`src/design/hcaa_pkg.sv`:
```
// ----------------------------------------------------------------------------
// hcaa_pkg: shared definitions of the core affinity allocator
// Widths, full-scale constants, score thresholds and the classified item type.
// ----------------------------------------------------------------------------
package hcaa_pkg;

  // Q16 fixed point: 1.0 is 65536, normalized metrics need 17 bits
  localparam int N_W   = 17;
  localparam logic [N_W-1:0] Q_ONE = 17'h10000;

  // Scores reach at most ten times 1.0
  localparam int SCORE_W = 20;
  localparam int COUNT_W = 3;

  localparam int NUM_METRICS = 5;
  localparam int METRIC_W    = 32;

  // Full scale of each metric, in input order
  localparam longint unsigned FULL_SCALE [NUM_METRICS] =
    '{64'd108, 64'd12784, 64'd2515517, 64'd661065, 64'd1007};

  // Metric slots
  localparam int M_ENERGY = 0;
  localparam int M_PHASE  = 1;
  localparam int M_L1     = 2;
  localparam int M_L2     = 3;
  localparam int M_SHARE  = 4;

  // Size score above this picks the big pool first
  localparam logic [SCORE_W-1:0] SIZE_THRESHOLD = 20'd327680;
  // One core of allowance per this much of A * MAX_PER_TASK
  localparam longint unsigned ALLOW_STEP = 64'd655360;

  localparam int MAX_PER_TASK_DEFAULT = 4;

  // Depth of the queue between front and back
  localparam int QUEUE_DEPTH = 4;

  // Result of classification, handed from front to back
  typedef struct packed {
    logic               prefers_big;
    logic [COUNT_W-1:0] core_count;
  } hcaa_class_t;

endpackage

```
`src/design/hcaa_if.sv`:
```
// ----------------------------------------------------------------------------
// hcaa_if: channel interfaces of the core affinity allocator
// Metric channel into the block and affinity channel out of it.
// ----------------------------------------------------------------------------

// Task metrics, one transaction per task
interface hcaa_metrics_if;
  logic        valid;
  logic        ready;
  logic [31:0] energy_metric;
  logic [31:0] phase_metric;
  logic [31:0] first_level_misses;
  logic [31:0] second_level_misses;
  logic [31:0] sharing_metric;

  modport source (
    output valid, energy_metric, phase_metric, first_level_misses,
           second_level_misses, sharing_metric,
    input  ready
  );
  modport sink (
    input  valid, energy_metric, phase_metric, first_level_misses,
           second_level_misses, sharing_metric,
    output ready
  );
endinterface

// Affinity decision, one transaction per task
interface hcaa_affinity_if;
  logic       valid;
  logic       ready;
  logic [3:0] core_mask;
  logic [2:0] core_count;
  logic       prefers_big;

  modport source (
    output valid, core_mask, core_count, prefers_big,
    input  ready
  );
  modport sink (
    input  valid, core_mask, core_count, prefers_big,
    output ready
  );
endinterface

```
`src/design/hcaa_front.sv`:
```
// ----------------------------------------------------------------------------
// hcaa_front: metric normalization and task classification
// Three-stage pipeline: reciprocal multiply, remainder correction, scoring.
// ----------------------------------------------------------------------------
module hcaa_front #(
  parameter int MAX_PER_TASK = hcaa_pkg::MAX_PER_TASK_DEFAULT
) (
  input  logic                  clk,
  input  logic                  rst,
  hcaa_metrics_if.sink          metrics,
  output logic                  push_valid,
  input  logic                  push_ready,
  output hcaa_pkg::hcaa_class_t push_item
);

  localparam int NW = hcaa_pkg::N_W;
  localparam int SW = hcaa_pkg::SCORE_W;
  localparam int CW = hcaa_pkg::COUNT_W;
  localparam int NM = hcaa_pkg::NUM_METRICS;
  localparam int VW = SW + 3;

  // Stage enables, back to front
  logic v1, v2, v3;
  logic en1, en2, en3;

  assign en3 = !v3 || push_ready;
  assign en2 = !v2 || en3;
  assign en1 = !v1 || en2;
  assign metrics.ready = en1;

  logic [31:0] x [NM];
  assign x[hcaa_pkg::M_ENERGY] = metrics.energy_metric;
  assign x[hcaa_pkg::M_PHASE]  = metrics.phase_metric;
  assign x[hcaa_pkg::M_L1]     = metrics.first_level_misses;
  assign x[hcaa_pkg::M_L2]     = metrics.second_level_misses;
  assign x[hcaa_pkg::M_SHARE]  = metrics.sharing_metric;

  logic [NW-1:0] n [NM];

  // Per-metric normalization: q0 = x*R >> s is floor or one short,
  // a remainder check fixes it; at or above full scale it saturates
  for (genvar i = 0; i < NM; i++) begin : g_norm
    localparam longint unsigned D  = hcaa_pkg::FULL_SCALE[i];
    localparam int              S  = $clog2(D + 1);
    localparam longint unsigned R  = (64'd1 << (16 + S)) / D;
    localparam int              RW = $clog2(R + 1);
    localparam int              PW = S + NW;

    logic [S+RW-1:0] prod;
    logic [NW-1:0]   q0;
    logic [S-1:0]    xs;
    logic            sat;
    logic [PW-1:0]   scaled;
    logic [PW-1:0]   qd;
    logic [PW-1:0]   rem;

    assign prod = (S+RW)'(x[i][S-1:0]) * (S+RW)'(R);

    // Stage 1: estimate quotient
    always_ff @(posedge clk) begin
      if (en1) begin
        q0  <= prod[S+NW-1:S];
        xs  <= x[i][S-1:0];
        sat <= (64'(x[i]) >= D);
      end
    end

    assign scaled = PW'({xs, 16'h0000});
    assign qd     = PW'(q0) * PW'(D);
    assign rem    = scaled - qd;

    // Stage 2: correct and saturate
    always_ff @(posedge clk) begin
      if (en2) begin
        if (sat) begin
          n[i] <= hcaa_pkg::Q_ONE;
        end else if (rem >= PW'(D)) begin
          n[i] <= NW'(q0 + NW'(1));
        end else begin
          n[i] <= q0;
        end
      end
    end
  end

  // Scores and core count
  logic [NW-1:0] inv_e;
  logic [SW-1:0] size_score;
  logic [SW-1:0] allow_score;
  logic [VW-1:0] allow_scaled;
  logic [CW-1:0] count;

  always_comb begin
    inv_e = NW'(hcaa_pkg::Q_ONE - n[hcaa_pkg::M_ENERGY]);
    size_score = SW'(SW'(inv_e) * SW'(3)) + SW'(SW'(n[hcaa_pkg::M_PHASE]) * SW'(3))
               + SW'(SW'(n[hcaa_pkg::M_L1]) * SW'(2)) + SW'(SW'(n[hcaa_pkg::M_L2]) * SW'(2));
    allow_score = SW'(SW'(inv_e) * SW'(2)) + SW'(SW'(n[hcaa_pkg::M_PHASE]) * SW'(4))
                + SW'(SW'(n[hcaa_pkg::M_SHARE]) * SW'(4));
    allow_scaled = VW'(allow_score) * VW'(MAX_PER_TASK);
    // ceil(v / step) is the number of multiples of step lying below v
    count = '0;
    for (int k = 0; k < MAX_PER_TASK; k++) begin
      if (allow_scaled > VW'(VW'(k) * VW'(hcaa_pkg::ALLOW_STEP))) begin
        count = CW'(count + CW'(1));
      end
    end
  end

  // Stage 3: classified item
  always_ff @(posedge clk) begin
    if (en3) begin
      push_item.prefers_big <= (size_score > hcaa_pkg::SIZE_THRESHOLD);
      push_item.core_count  <= count;
    end
  end

  // Stage valid bits
  always_ff @(posedge clk) begin
    if (rst) begin
      v1 <= 1'b0;
      v2 <= 1'b0;
      v3 <= 1'b0;
    end else begin
      if (en1) v1 <= metrics.valid;
      if (en2) v2 <= v1;
      if (en3) v3 <= v2;
    end
  end

  assign push_valid = v3;

endmodule

```
`src/design/hcaa_queue.sv`:
```
// ----------------------------------------------------------------------------
// hcaa_queue: short queue of classified items
// Decouples the classifier pipeline from the core picker.
// ----------------------------------------------------------------------------
module hcaa_queue (
  input  logic                  clk,
  input  logic                  rst,
  input  logic                  push_valid,
  output logic                  push_ready,
  input  hcaa_pkg::hcaa_class_t push_item,
  output logic                  pop_valid,
  input  logic                  pop_ready,
  output hcaa_pkg::hcaa_class_t pop_item
);

  localparam int DEPTH = hcaa_pkg::QUEUE_DEPTH;
  localparam int AW    = (DEPTH > 1) ? $clog2(DEPTH) : 1;
  localparam int LW    = $clog2(DEPTH + 1);

  hcaa_pkg::hcaa_class_t entries [DEPTH];
  logic [AW-1:0] wr_ptr;
  logic [AW-1:0] rd_ptr;
  logic [LW-1:0] fill;
  logic          push;
  logic          pop;

  assign push_ready = (fill != LW'(DEPTH));
  assign pop_valid  = (fill != '0);
  assign push       = push_valid && push_ready;
  assign pop        = pop_valid && pop_ready;
  assign pop_item   = entries[rd_ptr];

  // Storage
  always_ff @(posedge clk) begin
    if (push) entries[wr_ptr] <= push_item;
  end

  // Pointers and fill level
  always_ff @(posedge clk) begin
    if (rst) begin
      wr_ptr <= '0;
      rd_ptr <= '0;
      fill   <= '0;
    end else begin
      if (push) wr_ptr <= (wr_ptr == AW'(DEPTH - 1)) ? '0 : AW'(wr_ptr + AW'(1));
      if (pop)  rd_ptr <= (rd_ptr == AW'(DEPTH - 1)) ? '0 : AW'(rd_ptr + AW'(1));
      if (push && !pop)      fill <= LW'(fill + LW'(1));
      else if (pop && !push) fill <= LW'(fill - LW'(1));
    end
  end

  // Fill level rises on a lone push and stays within the depth
  a_fill_inc: assert property (@(posedge clk) disable iff (rst)
    (push && !pop) |=> (fill == LW'($past(fill) + LW'(1))))
    else $error("queue fill did not rise on a lone push");

  a_fill_bound: assert property (@(posedge clk) disable iff (rst)
    (fill <= LW'(DEPTH)))
    else $error("queue fill beyond depth");

endmodule

```
`src/design/hcaa_back.sv`:
```
// ----------------------------------------------------------------------------
// hcaa_back: round-robin core picker and result register
// Spreads the core count over the preferred and the other pool.
// ----------------------------------------------------------------------------
module hcaa_back #(
  parameter int MAX_PER_TASK = hcaa_pkg::MAX_PER_TASK_DEFAULT
) (
  input  logic                  clk,
  input  logic                  rst,
  input  logic                  pop_valid,
  output logic                  pop_ready,
  input  hcaa_pkg::hcaa_class_t pop_item,
  hcaa_affinity_if.source       affinity
);

  localparam int CW = hcaa_pkg::COUNT_W;

  logic big_ptr;
  logic little_ptr;
  logic pop;

  logic [1:0]    pref_k;
  logic [1:0]    other_k;
  logic [1:0]    big_k;
  logic [1:0]    little_k;
  logic [1:0]    big_bits;
  logic [1:0]    little_bits;

  // Picks from one pool of two cores
  function automatic logic [1:0] pool_bits(input logic [1:0] k, input logic ptr);
    logic [1:0] bits;
    case (k)
      2'd1:    bits = ptr ? 2'b10 : 2'b01;
      2'd2:    bits = 2'b11;
      default: bits = 2'b00;
    endcase
    return bits;
  endfunction

  assign pop_ready = !affinity.valid || affinity.ready;
  assign pop       = pop_valid && pop_ready;

  // Split count: first two from the preferred pool
  always_comb begin
    pref_k   = (pop_item.core_count >= CW'(2)) ? 2'd2 : pop_item.core_count[1:0];
    other_k  = 2'(pop_item.core_count - CW'(pref_k));
    big_k    = pop_item.prefers_big ? pref_k : other_k;
    little_k = pop_item.prefers_big ? other_k : pref_k;
    big_bits    = pool_bits(big_k, big_ptr);
    little_bits = pool_bits(little_k, little_ptr);
  end

  // Round-robin pointers: an odd number of picks toggles
  always_ff @(posedge clk) begin
    if (rst) begin
      big_ptr    <= 1'b0;
      little_ptr <= 1'b0;
    end else if (pop) begin
      big_ptr    <= big_ptr ^ big_k[0];
      little_ptr <= little_ptr ^ little_k[0];
    end
  end

  // Result register
  always_ff @(posedge clk) begin
    if (pop) begin
      affinity.core_mask   <= {little_bits, big_bits};
      affinity.core_count  <= pop_item.core_count;
      affinity.prefers_big <= pop_item.prefers_big;
    end
  end

  always_ff @(posedge clk) begin
    if (rst) begin
      affinity.valid <= 1'b0;
    end else if (pop) begin
      affinity.valid <= 1'b1;
    end else if (affinity.ready) begin
      affinity.valid <= 1'b0;
    end
  end

  // Mask agrees with the count it was built from
  a_mask_count: assert property (@(posedge clk) disable iff (rst)
    affinity.valid |-> ($countones(affinity.core_mask) == int'(affinity.core_count)))
    else $error("core mask population differs from core count");

  a_ptr_hold: assert property (@(posedge clk) disable iff (rst)
    !pop |=> ($stable(big_ptr) && $stable(little_ptr)))
    else $error("pool pointer moved without a transaction");

  a_count_max: assert property (@(posedge clk) disable iff (rst)
    pop |-> (pop_item.core_count <= CW'(MAX_PER_TASK)))
    else $error("core count above per-task limit");

endmodule

```
`src/design/hetero_core_affinity_allocator_core.sv`:
```
// ----------------------------------------------------------------------------
// hetero_core_affinity_allocator_core: task to core affinity allocator
// Top level: classifier front end, queue and round-robin core picker.
// ----------------------------------------------------------------------------
// Each task's five metrics are normalized to Q16 against fixed full scales,
// scored, and turned into a 4-bit affinity mask over two big cores (0, 1)
// and two little cores (2, 3). One task is accepted and one result is
// delivered per clock cycle when the output side keeps taking results; the
// normalization and scoring are pipelined over three front stages, and the
// only state carried from task to task is the pair of one-bit pool pointers
// in the picker, updated in the cycle a task leaves the queue. A four-entry
// queue lets the front end keep accepting while a result waits at the output.
module hetero_core_affinity_allocator_core #(
  parameter int MAX_PER_TASK = hcaa_pkg::MAX_PER_TASK_DEFAULT
) (
  input  logic            clk,
  input  logic            rst,
  hcaa_metrics_if.sink    metrics,
  hcaa_affinity_if.source affinity
);

  logic                  push_valid;
  logic                  push_ready;
  hcaa_pkg::hcaa_class_t push_item;
  logic                  pop_valid;
  logic                  pop_ready;
  hcaa_pkg::hcaa_class_t pop_item;

  hcaa_front #(
    .MAX_PER_TASK (MAX_PER_TASK)
  ) u_front (
    .clk        (clk),
    .rst        (rst),
    .metrics    (metrics),
    .push_valid (push_valid),
    .push_ready (push_ready),
    .push_item  (push_item)
  );

  hcaa_queue u_queue (
    .clk        (clk),
    .rst        (rst),
    .push_valid (push_valid),
    .push_ready (push_ready),
    .push_item  (push_item),
    .pop_valid  (pop_valid),
    .pop_ready  (pop_ready),
    .pop_item   (pop_item)
  );

  hcaa_back #(
    .MAX_PER_TASK (MAX_PER_TASK)
  ) u_back (
    .clk       (clk),
    .rst       (rst),
    .pop_valid (pop_valid),
    .pop_ready (pop_ready),
    .pop_item  (pop_item),
    .affinity  (affinity)
  );

endmodule

```
`src/flat_wrapper.sv`:
```
// flat-port wrapper written by rule: the top's interface ports become plain ports
module hetero_core_affinity_allocator_core_flat 
#(
  parameter int MAX_PER_TASK = hcaa_pkg::MAX_PER_TASK_DEFAULT
)
  (clk, rst, metrics_valid, metrics_energy_metric, metrics_phase_metric, metrics_first_level_misses, metrics_second_level_misses, metrics_sharing_metric, metrics_ready, affinity_valid, affinity_core_mask, affinity_core_count, affinity_prefers_big, affinity_ready);
  hcaa_metrics_if metrics_i ();
  hcaa_affinity_if affinity_i ();
  input  logic clk;
  input  logic rst;
  input wire logic [$bits(metrics_i.valid)-1:0] metrics_valid;
  input wire logic [$bits(metrics_i.energy_metric)-1:0] metrics_energy_metric;
  input wire logic [$bits(metrics_i.phase_metric)-1:0] metrics_phase_metric;
  input wire logic [$bits(metrics_i.first_level_misses)-1:0] metrics_first_level_misses;
  input wire logic [$bits(metrics_i.second_level_misses)-1:0] metrics_second_level_misses;
  input wire logic [$bits(metrics_i.sharing_metric)-1:0] metrics_sharing_metric;
  output wire logic [$bits(metrics_i.ready)-1:0] metrics_ready;
  output wire logic [$bits(affinity_i.valid)-1:0] affinity_valid;
  output wire logic [$bits(affinity_i.core_mask)-1:0] affinity_core_mask;
  output wire logic [$bits(affinity_i.core_count)-1:0] affinity_core_count;
  output wire logic [$bits(affinity_i.prefers_big)-1:0] affinity_prefers_big;
  input wire logic [$bits(affinity_i.ready)-1:0] affinity_ready;
  assign metrics_i.valid = metrics_valid;
  assign metrics_i.energy_metric = metrics_energy_metric;
  assign metrics_i.phase_metric = metrics_phase_metric;
  assign metrics_i.first_level_misses = metrics_first_level_misses;
  assign metrics_i.second_level_misses = metrics_second_level_misses;
  assign metrics_i.sharing_metric = metrics_sharing_metric;
  assign metrics_ready = metrics_i.ready;
  assign affinity_valid = affinity_i.valid;
  assign affinity_core_mask = affinity_i.core_mask;
  assign affinity_core_count = affinity_i.core_count;
  assign affinity_prefers_big = affinity_i.prefers_big;
  assign affinity_i.ready = affinity_ready;
  hetero_core_affinity_allocator_core #(.MAX_PER_TASK(MAX_PER_TASK)) u_core (.clk(clk), .rst(rst), .metrics(metrics_i), .affinity(affinity_i));
endmodule
```
`config.mk`:
```
export PLATFORM = sky130hd
export DESIGN_NAME = hetero_core_affinity_allocator_core_flat
export DESIGN_NICKNAME = d
export VERILOG_FILES = /design/src/design/hcaa_pkg.sv /design/src/design/hcaa_if.sv /design/src/design/hcaa_front.sv /design/src/design/hcaa_queue.sv /design/src/design/hcaa_back.sv /design/src/design/hetero_core_affinity_allocator_core.sv /design/src/flat_wrapper.sv
export SDC_FILE = /design/constraint.sdc
export NUM_CORES = 2
export LEC_CHECK = 0
export BUFFER_PORTS_ARGS = -buffer_cell sky130_fd_sc_hd__buf_2
export CAP_MARGIN = 20
export CORE_MARGIN = 2
export CORE_UTILIZATION = 50
export CTS_CLUSTER_SIZE = 24
export DETAILED_ROUTE_END_ITERATION = 10
export PLACE_DENSITY = 0.69
export SLEW_MARGIN = 10
export SYNTH_ARGS = -nofsm -noshare
export SYNTH_HDL_FRONTEND = slang
export SYNTH_SLANG_ARGS = --single-unit
```
`constraint.sdc`:
```
create_clock -name clk -period 8.1 [get_ports clk]
set_input_delay 0.81 -clock clk [delete_from_list [all_inputs] [get_ports clk]]
set_output_delay 0.81 -clock clk [all_outputs]
set_load 0.02 [all_outputs]
```
Word-level counts from Yosys, hierarchy flattened
Memories as Yosys holds them, arrays and structs flattened. A register that Yosys moved wholly into a read port is not among the register bits.
Index checks and enable logic that the tools add are counted.
{"block": "totals", "n_memories": 2, "mem_bits_rw": 101, "in_bits": 164, "word_cells": 205, "out_inout_bits": 10, "regBits": 188}
{"name": "u_core.u_front.n", "words": 5, "width": 17, "rd": 5, "rd_ports_with_merged_regs": 0, "wr": 5, "line": "hcaa_front.sv:38", "source": "logic [NW-1:0] n [NM];"}
{"name": "u_core.u_queue.entries", "words": 4, "width": 4, "rd": 1, "rd_ports_with_merged_regs": 1, "wr": 1, "line": "hcaa_queue.sv:20", "source": "hcaa_pkg::hcaa_class_t entries [DEPTH];"}
{"block": "op_classes", "n_lt_le_gt_ge": 16, "mux": 86, "eq_ne": 7, "n_bitwise": 12, "reduce_logical": 17, "multipliers": 12, "addsub": 24}
{"op": "$mux W17", "count": 10}
{"op": "$add A17 B1 Y17 const B", "count": 5}
{"op": "$mux W1", "count": 60}
{"op": "$mul A17 B10 Y27 const B", "count": 2}
{"op": "$gt A22 B21 Y1 const B", "count": 2}
{"op": "$add A20 B18 Y20", "count": 2}
{"op": "$ge A39 B22 Y1 const B", "count": 1}
{"op": "$mul A17 B22 Y39 const B", "count": 1}
{"op": "$sub A38 B39 Y39", "count": 1}
{"op": "$mul A17 B2 Y19 const B", "count": 2}
{"op": "$ge A37 B20 Y1 const B", "count": 1}
{"op": "$mul A17 B20 Y37 const B", "count": 1}
{"op": "$sub A36 B37 Y37", "count": 1}
{"op": "$mul A22 B14 Y36 const B", "count": 1}
{"op": "$mul A20 B13 Y33 const B", "count": 1}
{"op": "$ge A32 B10 Y1 const B", "count": 1}
{"op": "$ge A32 B14 Y1 const B", "count": 1}
{"op": "$ge A32 B20 Y1 const B", "count": 1}
{"op": "$ge A32 B22 Y1 const B", "count": 1}
{"op": "$ge A32 B7 Y1 const B", "count": 1}
{"op": "$ge A31 B14 Y1 const B", "count": 1}
{"op": "$mul A14 B17 Y31 const B", "count": 1}
{"op": "$sub A30 B31 Y31", "count": 1}
{"op": "$ge A27 B10 Y1 const B", "count": 1}
{"op": "other kinds (31)", "count": 74}

Logic depth before layout (Yosys ltp)
An unclocked memory read counts as a cell.
{"block": "depth", "ltp_word": 12, "mapped_depth": 35, "ltp_nobuf": 34}

Modules after synthesis
A second synthesis with hierarchy kept.
{"block": "unflattened", "cells_unflattened": 5897, "area_unflattened_um2": 58140.8}
{"mod": "hcaa_front", "instances": 1, "area_each_um2": 56521.7, "seq_area_each_um2": 7627.3, "cells_each": 5776}
{"mod": "hcaa_queue", "instances": 1, "area_each_um2": 1054.8, "seq_area_each_um2": 660.6, "cells_each": 68}
{"mod": "hcaa_back", "instances": 1, "area_each_um2": 564.3, "seq_area_each_um2": 300.3, "cells_each": 53}

Worst setup path before layout
No wires, ideal clock.
{"block": "synth_path", "path_kind": "register to register", "startpoint": "reg u_core.u_front.g_norm[1].q0[0]", "endpoint": "mem u_core.u_front.n[1][9] in the netlist's numbering (data pin)", "setup_ns": 0.271, "synth_period_minus_slack_ns": 8.261, "path_buffers": 1, "path_stages_with_launch": 35, "required_ns": 7.829, "path_slack_ns": -0.161, "arrival_ns": 7.990, "cell_sequence": "edfxtp_1 -> inv_1 -> ha_1 -> ha_1 -> inv_1 -> fa_1 -> inv_1 -> fa_1 -> fa_1 -> ha_1 -> buf_2 -> and3_1 -> a221o_1 -> or2_1 -> a21oi_1 -> o21a_1 -> o21bai_1 -> a31oi_1 -> o21ai_0 -> a221oi_1 -> o21ai_0 -> xnor2_1 -> ha_1 -> or3b_2 -> nand3_1 -> a21oi_1 -> a31oi_1 -> o32ai_1 -> o211ai_1 -> or4_4 -> nor4_4 -> nand4_4 -> o41ai_2 -> or3_1 -> a21oi_1"}
{"item": "from (decl)", "line": "hcaa_front.sv:50", "source": "logic [NW-1:0] q0;"}
{"item": "from (signal assigned)", "line": "hcaa_front.sv:62", "source": "q0 <= prod[S+NW-1:S];"}
{"item": "to (decl)", "line": "hcaa_front.sv:38"}

==> results.json <==
{
  "status": "finished, violations left",
  "violations": "setup timing",
  "drt_iter0_drc": 2287,
  "dp_cells": 7666,
  "skew_ns": 0.03779,
  "hold_slack_ns": 0.4669,
  "die-area_sq_um": 118800,
  "syn_area_per_cell_sq_um": 9.809,
  "ys.flop_type": "edfxtp_1",
  "worstHoldStart": "u_core.u_back.affinity.valid$_SDFFE_PP0P_",
  "netlist_area_sq_um": 58010,
  "finalMaxSlewViolations": 0,
  "antenna_found_initial": 2,
  "num_vias": 41940,
  "required_ns": 8.42,
  "start_kind": "register",
  "wire_per_inst_um": 17.24,
  "cp_num_buf_inv": 7,
  "grt_use_met1_pct": 31.30,
  "synth_edf_count": 276,
  "grt_max_degree": 135,
  "fill_cells": 10050,
  "start_util_pct": 50.59,
  "setup-tns-final_ns": -3.690,
  "grt_pass1_wl_mm": 220.5,
  "synth_warnings": 0,
  "final.setup.worst_slack_ns": -0.3300,
  "pre_cts_ws_ns": -0.4199,
  "whs_path_depth": 2,
  "vias_per_cell": 5.412,
  "syn-instance-count": 5914,
  "regToRegSetupSlack_ns": -0.33,
  "grt_setup_unrepaired": "yes",
  "cpPeakStageDelay_ns": 0.55,
  "clk_latency_ns": 0.61,
  "tightest_slew_ns": 1.073,
  "synth.distinct_cells": 99,
  "critical_path_peak_fanout": 7,
  "final_cell_count_no_fill": 7749,
  "yosysSeqAreaShare_pct": 14.80,
  "ff2ff_path_depth": 37,
  "use_met3_pct": 1.830,
  "ant_nets": 0,
  "wirelength_mm": 133.6,
  "reg2reg_from": "u_core.u_front.g_norm[1].q0[3]$_DFFE_PP_",
  "grtUsageMet2_pct": 40.03,
  "core.rowCount": 124,
  "grt.total_usage_pct": 23.10,
  "crit_family": "adder cells",
  "synthArstFlopShare_pct": 0,
  "crit_path_end_kind": "register",
  "fin_crit_sh_pct": 104.1,
  "synthTopCellsByArea": "fa_1 (26%), ha_1 (26%), edfxtp_1 (14%), inv_1 (9.2%), xnor2_1 (2.5%)",
  "diodes": 0,
  "core-area_sq_um": 114700,
  "hp-class": "reg2reg",
  "htree_levels": 2,
  "die_height_um": 344.6,
  "worstPathArrival_ns": 8.75,
  "gp_congestion": 0.9195,
  "cts_made_buffers": 38,
  "hpwlAfterDp_mm": 115.0,
  "die_width_um": 344.6,
  "areaGrowthSynthToFinish_pct": 8.666,
  "io_pins": 174,
  "ys_ff_latch": 291,
  "synth_area_leader_cell": "fa_1",
  "netlist.area_leader.share_pct": 26.33,
  "clock_path_buffers": 3,
  "syn-num-nets": 8026,
  "fmax_mhz": 118.6,
  "slew-limit-headroom_pct": 28.45,
  "root_buffer": "clkbuf_16",
  "setup_violations": 17,
  "grt_remaining_overflow": 0,
  "crit_top_cell": "inv_1",
  "io_buffers": 173,
  "fin_crit_ns": 8.430,
  "drc": 0,
  "grt_pass1_vias": 43670,
  "drive_above_1_share_pct": 7.391,
  "clk_pin_slew_ns": 0.06,
  "clock_sinks": 291,
  "crit_path_top_delay_cell": "fa_2",
  "r2r_end": "u_core.u_front.n[1][9]$_DFFE_PP_",
  "cts_tree": "done",
  "maxCapViolCount": 0,
  "cts.hold.buffers_added": 0,
  "critPathKind": "reg2reg",
  "final_nets": 8319,
  "busiest_layer": "met2",
  "hold_viol_final": 0,
  "hold_path_end": "u_core.u_back.affinity.valid$_SDFFE_PP0P_",
  "drt-pass1-iter-count": 5
}
[layout by cell type, fill, tap and decap left out, types with 41 or more instances in the layout]
| cell | count |
|---|---|
| a21o_1 | 89 |
| a21oi_1 | 247 |
| buf_2 | 173 |
| buf_4 | 141 |
| edfxtp_1 | 276 |
| fa_1 | 762 |
| ha_1 | 1176 |
| inv_1 | 1419 |
| nand2_1 | 187 |
| nand3_1 | 97 |
| nand4_1 | 54 |
| nor2_1 | 270 |
| nor3_1 | 76 |
| nor4_1 | 41 |
| o21a_1 | 50 |
| o21ai_0 | 154 |
| or3_1 | 45 |
| xnor2_1 | 167 |
| xor2_1 | 74 |
[cell type report]
type / count / area (sq um) / area share (%)
Clock buffer: 45 / 998.5 / 1.584
Clock inverter: 25 / 241.5 / 0.3831
Sequential cell: 291 / 8588 / 13.62
Timing Repair Buffer: 316 / 1964 / 3.116
Inverter: 1422 / 5338 / 8.467
Multi-Input combinational cell: 4138 / 44010 / 69.82
Tap cell: 1512 / 1892 / 3.001
[layer usage]
layer | vias to the layer above | routed length [um]
met5 | - | 0
met4 | 0 | 3252
met3 | 160 | 4873
met2 | 836 | 64260
met1 | 20650 | 61230
li1 | 20290 | -
[repair_timing]
action                                  4_1_cts  5_1_grt
setup buffers                                10        3
endpoints found under the setup margin       17       33
pin swaps                                    21       16
gates resized for setup                       5       24
[through the flow]
stage / cell area, sq um / utilization [%]
floorplan: 58030 / -
global placement: 61510 / 53.65
detailed placement: 61510 / 53.65
CTS: 62890 / 54.85
global route: 63040 / 54.98
finish: 63040 / 54.98
[registers in the layout, indices dropped and copies added, names as in the netlist, 3 cells and up, named ones only]
signal,cells
u_core.u_back.affinity.core_count,3
u_core.u_front.g_norm.sat,5
u_core.u_queue.entries,16
u_core.u_front.g_norm.q0,85
u_core.u_queue.fill,3
u_core.u_back.affinity.core_mask,4
u_core.u_front.g_norm.xs,73
u_core.u_front.push_item,4
u_core.u_front.n,85
[worst max-delay path by stage]
stage | to | startpoint | cells after the start
after floorplan | u_core.u_front.n[1][14]$_DFFE_PP_ | u_core.u_front.g_norm[1].q0[0]$_DFFE_PP_ | 34
after global placement | u_core.u_front.n[1][14]$_DFFE_PP_ | u_core.u_front.g_norm[1].q0[5]$_DFFE_PP_ | 34
after detailed placement | u_core.u_front.n[1][14]$_DFFE_PP_ | u_core.u_front.g_norm[1].q0[6]$_DFFE_PP_ | 32
final | u_core.u_front.n[1][9]$_DFFE_PP_ | u_core.u_front.g_norm[1].q0[3]$_DFFE_PP_ | 37
after CTS | u_core.u_front.n[1][9]$_DFFE_PP_ | u_core.u_front.g_norm[1].q0[6]$_DFFE_PP_ | 34
after global routing | u_core.u_front.n[1][9]$_DFFE_PP_ | u_core.u_front.g_norm[1].q0[3]$_DFFE_PP_ | 37
[worst reg2reg max path, delay by kind of cell (launching register included)]
| kind | cells | cell delay [ns] |
|---|---|---|
| buffers and inverters | 7 | 0.76 |
| DFF | 1 | 0.34 |
| AOI/OAI and AO/OA | 15 | 2.57 |
| adders and majority gates | 7 | 2.62 |
| xor gates and xnor gates | 1 | 0.21 |
| and+or+nand+nor | 7 | 1.65 |
[cell families (layout without fill, tap and decap cells)]
| family | after synthesis | in the layout | synth area share, % |
|---|---|---|---|
| compound gates | 909 | 909 | 10.49 |
| xor+xnor | 243 | 243 | 3.682 |
| fa+ha+maj | 1948 | 1948 | 51.89 |
| buf+inv | 1485 | 1808 | 9.661 |
| flops | 291 | 291 | 14.80 |
| mux | 34 | 34 | 0.6773 |
| simple gates | 1004 | 1004 | 8.791 |
[Yosys cell counts, drive strengths merged, types with 40 or more instances]
cell type,n
a21o,89
a21oi,253
clkbuf,49
edfxtp,276
fa,763
ha,1185
inv,1422
nand2,188
nand2b,40
nand3,98
nand4,55
nor2,271
nor3,77
nor4,45
o21a,50
o21ai,167
or3,46
xnor2,169
xor2,74
Power is left out: the tool's default activity adds up to more than one toggle a clock period on the data nets, which glitch-free logic cannot reach.
